==> config.mk <==
export PLATFORM = sky130hd
export DESIGN_NAME = multi_servo_pulse_scheduler
export DESIGN_NICKNAME = d
export VERILOG_FILES = /design/src/sv/msps_pkg.sv /design/src/sv/msps_dp.sv /design/src/sv/msps_ctrl.sv /design/src/sv/multi_servo_pulse_scheduler.sv
export SDC_FILE = /design/constraint.sdc
export NUM_CORES = 2
export LEC_CHECK = 0
export BUFFER_PORTS_ARGS = -buffer_cell sky130_fd_sc_hd__buf_2
export CAP_MARGIN = 20
export CELL_PAD_IN_SITES_DETAIL_PLACEMENT = 1
export CELL_PAD_IN_SITES_GLOBAL_PLACEMENT = 1
export CORE_MARGIN = 2
export CORE_UTILIZATION = 52
export CTS_CLUSTER_DIAMETER = 60
export DETAILED_ROUTE_END_ITERATION = 6
export PLACE_DENSITY = 0.85
export SYNTH_ARGS = -nofsm -noshare
export SYNTH_HDL_FRONTEND = slang
export SYNTH_HIERARCHICAL = 1
export SYNTH_SLANG_ARGS = --single-unit
==> constraint.sdc <==
create_clock -name clk -period 9.09 [get_ports clk]
set_input_delay 0.4545 -clock clk [delete_from_list [all_inputs] [get_ports clk]]
set_output_delay 0.4545 -clock clk [all_outputs]
set_load 0.005 [all_outputs]
==> src/sv/msps_pkg.sv <==
// ----------------------------------------------------------------------------
// msps_pkg
// Shared types and constants for the multi servo pulse scheduler.
// ----------------------------------------------------------------------------
package msps_pkg;

  localparam int PIN_COUNT_DEF = 16;
  localparam int PIN_W         = 4;
  localparam int FIELD_W       = 16;
  localparam int WIDTH_W       = 15;
  localparam int TICK_W        = 16;
  localparam int MODE_W        = 2;
  localparam int CFG_IDX_W     = 2;

  localparam logic [TICK_W-1:0]  END_TICK  = 16'hFFFF;
  localparam logic [TICK_W-1:0]  GAP_RST   = 16'd20;
  localparam logic [WIDTH_W-1:0] LIMIT_RST = 15'd50;

  typedef enum logic [MODE_W-1:0] {
    MODE_SET   = 2'd0,
    MODE_START = 2'd1,
    MODE_CMP   = 2'd2
  } mode_t;

  typedef enum logic [CFG_IDX_W-1:0] {
    CFG_ATTACHED = 2'd0,
    CFG_GAP      = 2'd1,
    CFG_LIMIT    = 2'd2
  } cfg_idx_t;

  typedef enum logic [1:0] {
    RD_PTR  = 2'd0,
    RD_NEXT = 2'd1,
    RD_ZERO = 2'd2
  } rd_sel_t;

  typedef struct packed {
    logic    cap;
    logic    res_clr;
    logic    dec_set;
    logic    cnt_clr;
    logic    sort_step;
    logic    walk_init;
    logic    walk_step;
    logic    fin_last;
    logic    fin_sent;
    logic    start_end;
    logic    start_res;
    logic    cmp_chk;
    logic    cmp_res;
    logic    out_load;
    rd_sel_t rd_sel;
  } ctl_cmd_t;

  typedef struct packed {
    mode_t mode;
    logic  set_hit;
    logic  cnt_last;
    logic  cmp_ok;
  } dp_sts_t;

endpackage

==> src/sv/msps_dp.sv <==
// ----------------------------------------------------------------------------
// msps_dp
// Datapath: sorted width slots, schedule builder, edge store, pin levels.
// ----------------------------------------------------------------------------
module msps_dp #(
  parameter int PIN_COUNT = msps_pkg::PIN_COUNT_DEF
) (
  input  logic                            clk,
  input  logic                            rst_n,
  input  logic [msps_pkg::MODE_W-1:0]     in_mode,
  input  logic [msps_pkg::PIN_W-1:0]      in_pin,
  input  logic [msps_pkg::WIDTH_W-1:0]    in_pulse_us,
  input  logic                            cfg_we,
  input  logic [msps_pkg::CFG_IDX_W-1:0]  cfg_index,
  input  logic [msps_pkg::FIELD_W-1:0]    cfg_wdata,
  input  msps_pkg::ctl_cmd_t              cmd,
  output msps_pkg::dp_sts_t               sts,
  output logic [msps_pkg::FIELD_W-1:0]    out_pin_levels,
  output logic [msps_pkg::TICK_W-1:0]     out_compare_tick,
  output logic                            out_compare_armed
);
  import msps_pkg::*;

  localparam int CNT_W      = (PIN_COUNT > 1) ? $clog2(PIN_COUNT) : 1;
  localparam int EDGE_DEPTH = PIN_COUNT + 1;
  localparam int PTR_W      = $clog2(EDGE_DEPTH);
  localparam logic [FIELD_W-1:0] FIELD_MASK = FIELD_W'((32'd1 << PIN_COUNT) - 1);

  logic [FIELD_W-1:0] attached_r;
  logic [TICK_W-1:0]  gap_r;
  logic [WIDTH_W-1:0] limit_r;

  logic [MODE_W-1:0]  mode_r;
  logic [PIN_W-1:0]   pin_r;
  logic [WIDTH_W-1:0] pulse_r;

  logic [WIDTH_W-1:0] slot_w_r [PIN_COUNT];
  logic [PIN_W-1:0]   slot_p_r [PIN_COUNT];
  logic [WIDTH_W-1:0] slot_w_nxt [PIN_COUNT];
  logic [PIN_W-1:0]   slot_p_nxt [PIN_COUNT];

  logic [FIELD_W-1:0] nonzero_r;
  logic [FIELD_W-1:0] level_r;
  logic               stale_r;
  logic               live_r;
  logic [PTR_W-1:0]   ptr_r;
  logic [CNT_W-1:0]   cnt_r;

  logic [FIELD_W-1:0] drop_r;
  logic               found_r;
  logic [FIELD_W-1:0] cur_mask_r;
  logic [TICK_W-1:0]  cur_tick_r;
  logic [PTR_W-1:0]   j_r;

  logic [TICK_W-1:0]  res_tick_r;
  logic               res_armed_r;
  logic [FIELD_W-1:0] out_levels_r;
  logic [TICK_W-1:0]  out_tick_r;
  logic               out_armed_r;

  logic [FIELD_W-1:0] edge_mask_r [EDGE_DEPTH];
  logic [TICK_W-1:0]  edge_tick_r [EDGE_DEPTH];
  logic [FIELD_W-1:0] rd_mask_r;
  logic [TICK_W-1:0]  rd_tick_r;

  logic [FIELD_W-1:0] att;
  logic               pin_ok;
  logic [WIDTH_W-1:0] old_w;
  logic               set_hit;
  logic [WIDTH_W-1:0] cw;
  logic [PIN_W-1:0]   cp;
  logic [FIELD_W-1:0] cbit;
  logic [TICK_W-1:0]  ct;
  logic               near;
  logic               build;
  logic               cmp_ok;
  logic               keys_sorted;

  logic               wr_en;
  logic [PTR_W-1:0]   wr_addr;
  logic [FIELD_W-1:0] wr_mask;
  logic [TICK_W-1:0]  wr_tick;
  logic [PTR_W:0]     rd_addr;

  assign att     = attached_r & FIELD_MASK;
  assign pin_ok  = (32'(pin_r) < PIN_COUNT) && att[pin_r];
  assign set_hit = pin_ok && (old_w != pulse_r);
  assign build   = stale_r && found_r;

  // stored width of the addressed pin
  always_comb begin
    old_w = '0;
    for (int k = 0; k < PIN_COUNT; k++) begin
      if (slot_p_r[k] == pin_r) begin
        old_w = slot_w_r[k];
      end
    end
  end

  // walk of the slots in width order
  assign cw   = slot_w_r[cnt_r];
  assign cp   = slot_p_r[cnt_r];
  assign cbit = FIELD_W'(1) << cp;
  assign ct   = {cw, 1'b0};
  assign near = (ct - cur_tick_r) < gap_r;

  assign cmp_ok = live_r && (32'(ptr_r) < PIN_COUNT) && (rd_tick_r != END_TICK);

  // one odd-even transposition pass, key is width then pin
  always_comb begin
    for (int k = 0; k < PIN_COUNT; k++) begin
      slot_w_nxt[k] = slot_w_r[k];
      slot_p_nxt[k] = slot_p_r[k];
    end
    for (int k = 0; k < PIN_COUNT - 1; k++) begin
      if (((k % 2) == int'(cnt_r[0])) &&
          ({slot_w_r[k], slot_p_r[k]} > {slot_w_r[k+1], slot_p_r[k+1]})) begin
        slot_w_nxt[k]   = slot_w_r[k+1];
        slot_p_nxt[k]   = slot_p_r[k+1];
        slot_w_nxt[k+1] = slot_w_r[k];
        slot_p_nxt[k+1] = slot_p_r[k];
      end
    end
  end

  always_comb begin
    keys_sorted = 1'b1;
    for (int k = 0; k < PIN_COUNT - 1; k++) begin
      if ({slot_w_r[k], slot_p_r[k]} > {slot_w_r[k+1], slot_p_r[k+1]}) begin
        keys_sorted = 1'b0;
      end
    end
  end

  // edge store write port
  always_comb begin
    wr_en   = 1'b0;
    wr_addr = j_r;
    wr_mask = cur_mask_r;
    wr_tick = cur_tick_r;
    if (cmd.walk_step && att[cp] && found_r && !near && stale_r) begin
      wr_en = 1'b1;
    end
    if (cmd.fin_last && build) begin
      wr_en = 1'b1;
    end
    if (cmd.fin_sent && build) begin
      wr_en   = 1'b1;
      wr_addr = j_r + PTR_W'(1);
      wr_tick = END_TICK;
    end
  end

  always_comb begin
    case (cmd.rd_sel)
      RD_PTR:  rd_addr = {1'b0, ptr_r};
      RD_NEXT: rd_addr = {1'b0, ptr_r} + (PTR_W+1)'(1);
      RD_ZERO: rd_addr = '0;
      default: rd_addr = {1'b0, ptr_r};
    endcase
  end

  always_ff @(posedge clk) begin
    if (wr_en) begin
      edge_mask_r[wr_addr] <= wr_mask;
      edge_tick_r[wr_addr] <= wr_tick;
    end
    if (32'(rd_addr) < EDGE_DEPTH) begin
      rd_mask_r <= edge_mask_r[rd_addr[PTR_W-1:0]];
      rd_tick_r <= edge_tick_r[rd_addr[PTR_W-1:0]];
    end
  end

  // payload registers
  always_ff @(posedge clk) begin
    if (cmd.cap) begin
      mode_r  <= in_mode;
      pin_r   <= in_pin;
      pulse_r <= in_pulse_us;
    end
    if (cmd.walk_step && att[cp]) begin
      if (!found_r) begin
        if (cw >= limit_r) begin
          cur_mask_r <= drop_r | cbit;
          cur_tick_r <= ct;
        end
      end else if (near) begin
        cur_mask_r <= cur_mask_r | cbit;
      end else begin
        cur_mask_r <= cur_mask_r | cbit;
        cur_tick_r <= ct;
      end
    end
    if (cmd.out_load) begin
      out_levels_r <= level_r;
      out_tick_r   <= res_tick_r;
      out_armed_r  <= res_armed_r;
    end
  end

  // control and state registers
  always_ff @(posedge clk) begin
    if (!rst_n) begin
      attached_r  <= '0;
      gap_r       <= GAP_RST;
      limit_r     <= LIMIT_RST;
      for (int k = 0; k < PIN_COUNT; k++) begin
        slot_w_r[k] <= '0;
        slot_p_r[k] <= PIN_W'(k);
      end
      nonzero_r   <= '0;
      level_r     <= '0;
      stale_r     <= 1'b1;
      live_r      <= 1'b0;
      ptr_r       <= '0;
      cnt_r       <= '0;
      drop_r      <= '0;
      found_r     <= 1'b0;
      j_r         <= '0;
      res_tick_r  <= '0;
      res_armed_r <= 1'b0;
    end else begin
      if (cmd.cnt_clr) begin
        cnt_r <= '0;
      end else if (cmd.sort_step || cmd.walk_step) begin
        cnt_r <= cnt_r + CNT_W'(1);
      end
      if (cmd.res_clr) begin
        res_tick_r  <= '0;
        res_armed_r <= 1'b0;
      end
      if (cmd.dec_set && set_hit) begin
        for (int k = 0; k < PIN_COUNT; k++) begin
          if (slot_p_r[k] == pin_r) begin
            slot_w_r[k] <= pulse_r;
          end
        end
        nonzero_r[pin_r] <= (pulse_r != '0);
        stale_r          <= 1'b1;
      end
      if (cmd.sort_step) begin
        for (int k = 0; k < PIN_COUNT; k++) begin
          slot_w_r[k] <= slot_w_nxt[k];
          slot_p_r[k] <= slot_p_nxt[k];
        end
      end
      if (cmd.walk_init) begin
        drop_r  <= '0;
        found_r <= 1'b0;
        j_r     <= '0;
      end
      if (cmd.walk_step && att[cp]) begin
        if (!found_r) begin
          if (cw < limit_r) begin
            drop_r <= drop_r | cbit;
          end else begin
            found_r <= 1'b1;
            j_r     <= '0;
          end
        end else if (!near) begin
          j_r <= j_r + PTR_W'(1);
        end
      end
      if (cmd.start_end) begin
        level_r <= (level_r | (att & nonzero_r)) & ~(drop_r & att);
        stale_r <= 1'b0;
        ptr_r   <= '0;
        live_r  <= found_r;
      end
      if (cmd.start_res) begin
        res_tick_r  <= found_r ? rd_tick_r : '0;
        res_armed_r <= found_r;
      end
      if (cmd.cmp_chk) begin
        if (cmp_ok) begin
          level_r <= level_r & ~(rd_mask_r & att);
          ptr_r   <= ptr_r + PTR_W'(1);
        end else begin
          live_r <= 1'b0;
        end
      end
      if (cmd.cmp_res) begin
        res_tick_r  <= rd_tick_r;
        res_armed_r <= 1'b1;
        if (rd_tick_r == END_TICK) begin
          live_r <= 1'b0;
        end
      end
      if (cfg_we) begin
        case (cfg_idx_t'(cfg_index))
          CFG_ATTACHED: begin
            attached_r <= cfg_wdata;
            stale_r    <= 1'b1;
          end
          CFG_GAP: begin
            gap_r   <= cfg_wdata;
            stale_r <= 1'b1;
          end
          CFG_LIMIT: begin
            limit_r <= cfg_wdata[WIDTH_W-1:0];
            stale_r <= 1'b1;
          end
          default: ;
        endcase
      end
    end
  end

  assign sts.mode     = mode_t'(mode_r);
  assign sts.set_hit  = set_hit;
  assign sts.cnt_last = (cnt_r == CNT_W'(PIN_COUNT - 1));
  assign sts.cmp_ok   = cmp_ok;

  assign out_pin_levels    = out_levels_r;
  assign out_compare_tick  = out_tick_r;
  assign out_compare_armed = out_armed_r;

  a_ptr_range: assert property (@(posedge clk) disable iff (!rst_n)
    32'(ptr_r) <= PIN_COUNT)
    else $error("edge pointer beyond the list");

  a_sorted_at_result: assert property (@(posedge clk) disable iff (!rst_n)
    cmd.out_load |-> keys_sorted)
    else $error("width slots out of order when a result is issued");

  a_write_range: assert property (@(posedge clk) disable iff (!rst_n)
    wr_en |-> (32'(wr_addr) < EDGE_DEPTH))
    else $error("edge store write outside its depth");

endmodule

==> src/sv/msps_ctrl.sv <==
// ----------------------------------------------------------------------------
// msps_ctrl
// Controller: sequences the set, cycle-start and compare transactions.
// ----------------------------------------------------------------------------
module msps_ctrl (
  input  logic               clk,
  input  logic               rst_n,
  input  logic               in_valid,
  output logic               in_stall,
  output logic               out_valid,
  input  logic               out_stall,
  input  msps_pkg::dp_sts_t  sts,
  output msps_pkg::ctl_cmd_t cmd
);
  import msps_pkg::*;

  typedef enum logic [10:0] {
    S_IDLE  = 11'b000_0000_0001,
    S_DEC   = 11'b000_0000_0010,
    S_SORT  = 11'b000_0000_0100,
    S_WALK  = 11'b000_0000_1000,
    S_FIN0  = 11'b000_0001_0000,
    S_FIN1  = 11'b000_0010_0000,
    S_STEND = 11'b000_0100_0000,
    S_STRD  = 11'b000_1000_0000,
    S_CMP1  = 11'b001_0000_0000,
    S_CMP2  = 11'b010_0000_0000,
    S_OUT   = 11'b100_0000_0000
  } state_t;

  state_t state_r, state_nxt;
  logic   out_valid_r, out_valid_nxt;
  logic   accept;

  assign in_stall = (state_r != S_IDLE);
  assign accept   = in_valid && !in_stall;

  always_comb begin
    state_nxt     = state_r;
    cmd           = '0;
    cmd.rd_sel    = RD_PTR;
    out_valid_nxt = out_valid_r && out_stall;
    case (state_r)
      S_IDLE: begin
        if (accept) begin
          cmd.cap   = 1'b1;
          state_nxt = S_DEC;
        end
      end
      S_DEC: begin
        cmd.res_clr = 1'b1;
        cmd.cnt_clr = 1'b1;
        case (sts.mode)
          MODE_SET: begin
            cmd.dec_set = 1'b1;
            state_nxt   = sts.set_hit ? S_SORT : S_OUT;
          end
          MODE_START: begin
            cmd.walk_init = 1'b1;
            state_nxt     = S_WALK;
          end
          MODE_CMP: begin
            cmd.rd_sel = RD_PTR;
            state_nxt  = S_CMP1;
          end
          default: state_nxt = S_OUT;
        endcase
      end
      S_SORT: begin
        cmd.sort_step = 1'b1;
        if (sts.cnt_last) begin
          state_nxt = S_OUT;
        end
      end
      S_WALK: begin
        cmd.walk_step = 1'b1;
        if (sts.cnt_last) begin
          state_nxt = S_FIN0;
        end
      end
      S_FIN0: begin
        cmd.fin_last = 1'b1;
        state_nxt    = S_FIN1;
      end
      S_FIN1: begin
        cmd.fin_sent = 1'b1;
        state_nxt    = S_STEND;
      end
      S_STEND: begin
        cmd.start_end = 1'b1;
        cmd.rd_sel    = RD_ZERO;
        state_nxt     = S_STRD;
      end
      S_STRD: begin
        cmd.start_res = 1'b1;
        state_nxt     = S_OUT;
      end
      S_CMP1: begin
        cmd.cmp_chk = 1'b1;
        cmd.rd_sel  = RD_NEXT;
        state_nxt   = sts.cmp_ok ? S_CMP2 : S_OUT;
      end
      S_CMP2: begin
        cmd.cmp_res = 1'b1;
        state_nxt   = S_OUT;
      end
      S_OUT: begin
        if (!out_valid_r || !out_stall) begin
          cmd.out_load  = 1'b1;
          out_valid_nxt = 1'b1;
          state_nxt     = S_IDLE;
        end
      end
      default: state_nxt = S_IDLE;
    endcase
  end

  always_ff @(posedge clk) begin
    if (!rst_n) begin
      state_r     <= S_IDLE;
      out_valid_r <= 1'b0;
    end else begin
      state_r     <= state_nxt;
      out_valid_r <= out_valid_nxt;
    end
  end

  assign out_valid = out_valid_r;

  a_accept_decode: assert property (@(posedge clk) disable iff (!rst_n)
    accept |=> (state_r == S_DEC))
    else $error("accepted transaction not decoded");

  a_out_wait: assert property (@(posedge clk) disable iff (!rst_n)
    (state_r == S_OUT && out_valid_r && out_stall) |=> (state_r == S_OUT))
    else $error("result left while output register still full");

  a_valid_source: assert property (@(posedge clk) disable iff (!rst_n)
    $rose(out_valid_r) |-> $past(state_r == S_OUT))
    else $error("result shown without passing the output state");

endmodule

==> src/sv/multi_servo_pulse_scheduler.sv <==
// ----------------------------------------------------------------------------
// multi_servo_pulse_scheduler
// Servo pulse scheduler for up to 16 pins sharing one compare timer.
// ----------------------------------------------------------------------------
//  channel  direction  handshake            payload
//  in       input      in_valid / in_stall  in_mode, in_pin, in_pulse_us
//  out      output     out_valid/out_stall  out_pin_levels, out_compare_tick,
//                                           out_compare_armed
//  cfg      input      cfg_we               cfg_index, cfg_wdata
//
// one transaction at a time: set runs odd-even sort passes over the width
// slots when the width changes; cycle start walks the sorted list one slot
// per cycle; compare reads the registered edge store. synchronous active-low
// reset; the result sits in an output register so the next transaction is
// taken while it is stalled.
// ----------------------------------------------------------------------------
module multi_servo_pulse_scheduler #(
  parameter int PIN_COUNT = msps_pkg::PIN_COUNT_DEF
) (
  input  logic                            clk,
  input  logic                            rst_n,
  input  logic                            in_valid,
  output logic                            in_stall,
  input  logic [msps_pkg::MODE_W-1:0]     in_mode,
  input  logic [msps_pkg::PIN_W-1:0]      in_pin,
  input  logic [msps_pkg::WIDTH_W-1:0]    in_pulse_us,
  output logic                            out_valid,
  input  logic                            out_stall,
  output logic [msps_pkg::FIELD_W-1:0]    out_pin_levels,
  output logic [msps_pkg::TICK_W-1:0]     out_compare_tick,
  output logic                            out_compare_armed,
  input  logic                            cfg_we,
  input  logic [msps_pkg::CFG_IDX_W-1:0]  cfg_index,
  input  logic [msps_pkg::FIELD_W-1:0]    cfg_wdata
);
  import msps_pkg::*;

  ctl_cmd_t cmd;
  dp_sts_t  sts;

  msps_ctrl u_ctrl (
    .clk       (clk),
    .rst_n     (rst_n),
    .in_valid  (in_valid),
    .in_stall  (in_stall),
    .out_valid (out_valid),
    .out_stall (out_stall),
    .sts       (sts),
    .cmd       (cmd)
  );

  msps_dp #(
    .PIN_COUNT (PIN_COUNT)
  ) u_dp (
    .clk               (clk),
    .rst_n             (rst_n),
    .in_mode           (in_mode),
    .in_pin            (in_pin),
    .in_pulse_us       (in_pulse_us),
    .cfg_we            (cfg_we),
    .cfg_index         (cfg_index),
    .cfg_wdata         (cfg_wdata),
    .cmd               (cmd),
    .sts               (sts),
    .out_pin_levels    (out_pin_levels),
    .out_compare_tick  (out_compare_tick),
    .out_compare_armed (out_compare_armed)
  );

endmodule
==> out/results.tsv <==
metric	value	unit
num_io_pins	79	
critPathRequiredTime	9.54	ns
p_leak	24.3	nW
worst_pin_slew	1.51	ns
first_global_vias	50600	
synth_edf_count	965	
core-area	115000	um^2
hold_viol	0	
syn_area	60200	um^2
synthCells	5372	
postCtsSetupBuffers	0	
drtAntennaViolNets	0	
crit_fanout	40	
grt_max_degree	172	
globalplace.congestion	0.967	
drive_gt1_frac	0.109	
fin_crit_sh	0.879	
synthArstFlopShare	0	
max_slew_margin	-0.00793	
cts.clk_slew.worst_paths	0.06	ns
cts_buffer_depth	3	
routed-via-count	49300	
nets	5743	
clock_latency	0.78	ns
start_util	0.525	
synth_top_area_share	0.481	
cts_root_buf	clkbuf_16	
syn_nets	5751	
worstSetupPathType	register to register	
numCtsBuffers	132	
dp_hpwl	151	mm
rsz0062_at_grt	false	
syn2layout_area_growth	11.3	%
n_fill_cell	11600	
end_kind	register	
setup_tns	0	ns
drc_errors	0	
maxCapViolations	0	
crit_slowest_cell	dfxtp_4	
yosysWarnings	6	
ir_drop	0.165	mV
finalMaxSlewViolations	4	
synthTopCellsByArea	edfxtp_1, ha_1, dfxtp_1	
cts_tree	built	
grt_antenna_before_repair	13	
io_buffers	78	
fmax	125	MHz
finalSetupViolations	0	
rrSetupSlack	1.10	ns
drt_wl_total	226	mm
yosysMostFrequentCell	edfxtp_1	
ys_seq_elements	1110	
yosys.area.top_type	edfxtp_1	
cts_htree_levels	4	
die_x	344	um
skew	0.0400	ns
cp.arrival	8.43	ns
cts.sinks	1110	
firstDrtPassIters	6	
die_area	119000	um^2
hold_class	input port to register	
total_power	13.1	mW
critPathTopFamily	compound AO/OA/AOI/OAI gates	
syn_avg_cell_area	11.2	um^2
status	complete, but fails checks	
cp-start-kind	register	
synthDistinctLibCells	91	
violations	max-slew violations	
place_inst	6699	
worstPathCellList	buf_4 > mux4_2 > mux4_2 > ha_1 > a21boi_0 > o21ai_0 > a21boi_0 > o21ai_0 > a21boi_0 > o21ai_0 > a21oi_1 > o21ai_0 > nand3_1 > o311ai_0 > ha_1 > a211o_1 > a21o_1 > o21ai_0 > a211oi_1 > o311a_1 > o21ai_0 > buf_2 > nor2_4 > buf_4	
num_rows	124	
final_util	0.585	
grt_use_total	0.374	
grt_first_pass_wirelength	330	mm
seq_area_frac_synth	0.529	
dieHeight	344	um
routedWlPerCell	32.3	um
slowest_delay	0.96	ns
cpMostUsedCell	o21ai_0	
p_per_area	196	nW/um^2
overflow	0	
period_needed	7.99	ns
via_per_inst	7.05	
final_cells	6988	
synth_commonest_cells	edfxtp_1, nand2_1, inv_1, ha_1, clkbuf_1	
path_buf_inv	3	
holdWs	0.0495	ns
initialDrtViolationCount	5494	
ys.flop_type	edfxtp_1	
min_from	cfg_wdata[6]	
==> sequential cells by signal, summed over array words and instances, names as in the netlist, 11 cells and up, named ones only <==
register and cells:
u_dp/res_tick_r 16, u_dp/rd_mask_r 16, u_dp/slot_p_r 64, u_dp/edge_mask_r 272
u_dp/limit_r 15, u_dp/gap_r 16, u_dp/cur_mask_r 16, u_dp/level_r 16
u_dp/out_pin_levels 16, u_dp/rd_tick_r 16, u_dp/slot_w_r 240, u_dp/edge_tick_r 272
u_dp/att 16, u_dp/nonzero_r 16, u_ctrl/state_r 11, u_dp/drop_r 16
u_dp/out_compare_tick 16, u_dp/pulse_r 15, u_dp/cur_tick_r 15
==> through the flow <==
stage	cell area, um^2	worst slack (ns)
2_1_floorplan	60200	1.09
6_report	67100	1.10
5_1_grt	67100	0.650
3_3_place_gp	62100	1.37
3_5_place_dp	62200	1.02
4_1_cts	66900	0.917
==> cell usage in the layout, fill, tap and decap left out, types with 76 or more instances in the layout <==
cell type and n:
edfxtp_1 965, nand2_1 530, inv_1 382, ha_1 334, a21oi_1 243, a211oi_1 236
o21ai_0 227, a22oi_1 217, nor2_1 166, dfxtp_1 143, and3_1 141, clkbuf_16 136
nand3_1 113, o22ai_1 112, a21o_1 106, mux4_2 103, buf_4 102, a311oi_1 86
buf_2 79, nand4_1 78, o21a_1 76
==> area by class of cell <==
type / count / area, um^2 / area share
Clock buffer: 166 / 3570 / 0.0532
Clock inverter: 74 / 796 / 0.0119
Sequential cell: 1110 / 31900 / 0.475
Antenna cell: 6 / 15.0 / 0.000224
Tap cell: 1512 / 1890 / 0.0282
Multi-Input combinational cell: 3505 / 25700 / 0.383
Timing Repair Buffer: 229 / 1790 / 0.0267
Inverter: 386 / 1450 / 0.0217
==> power breakdown <==
group | internal [mW] | leakage, nW | switching (mW)
combinational | 0.652 | 11.9 | 1.18
clock | 3.06 | 2.11 | 2.31
sequential | 5.65 | 10.3 | 0.291
==> worst reg2reg max path, stage by stage, from the launching register on <==
cell	delay, ns
dfxtp_4	0.96
buf_4	0.43
mux4_2	0.55
mux4_2	0.56
ha_1	0.37
a21boi_0	0.31
o21ai_0	0.20
a21boi_0	0.28
o21ai_0	0.15
a21boi_0	0.25
o21ai_0	0.15
a21oi_1	0.22
o21ai_0	0.15
nand3_1	0.11
o311ai_0	0.14
ha_1	0.33
a211o_1	0.15
a21o_1	0.08
o21ai_0	0.11
a211oi_1	0.31
o311a_1	0.35
o21ai_0	0.24
buf_2	0.25
nor2_4	0.61
buf_4	0.38
==> kinds of logic (layout without fill, tap and decap cells) <==
group           after synthesis  in the layout  share of synthesized area
fa+ha+maj                   335            335                     0.0697
flops                      1110           1110                      0.529
xor+xnor                     92             92                     0.0134
simple gates               1323           1323                      0.108
mux                         143            143                     0.0452
compound gates             1612           1612                      0.184
other cells                   0              6                          0
buf+inv                     757            855                     0.0505
==> final timing paths <==
kind,to,cells after the start
worst max-delay path,u_dp/edge_tick_r[7][3],24
worst min-delay path,u_dp/limit_r[6],3
worst max register to register,u_dp/edge_tick_r[7][3],24
worst min register to register,u_dp/out_compare_armed,0
==> metal layers <==
layer	routed length, um	up-vias	GRT usage
li1	-	20700	-
met1	82200	24800	0.456
met3	19300	789	0.0666
met4	15900	10	0.231
met5	57	-	0
met2	108000	3004	0.618
==> repair_timing <==
action / CTS / global route
hold endpoints to repair: 44 / 0
hold buffers: 32 / 0
resized for setup: 0 / 0
No activity file was read; power rests on OpenSTA's default activity.
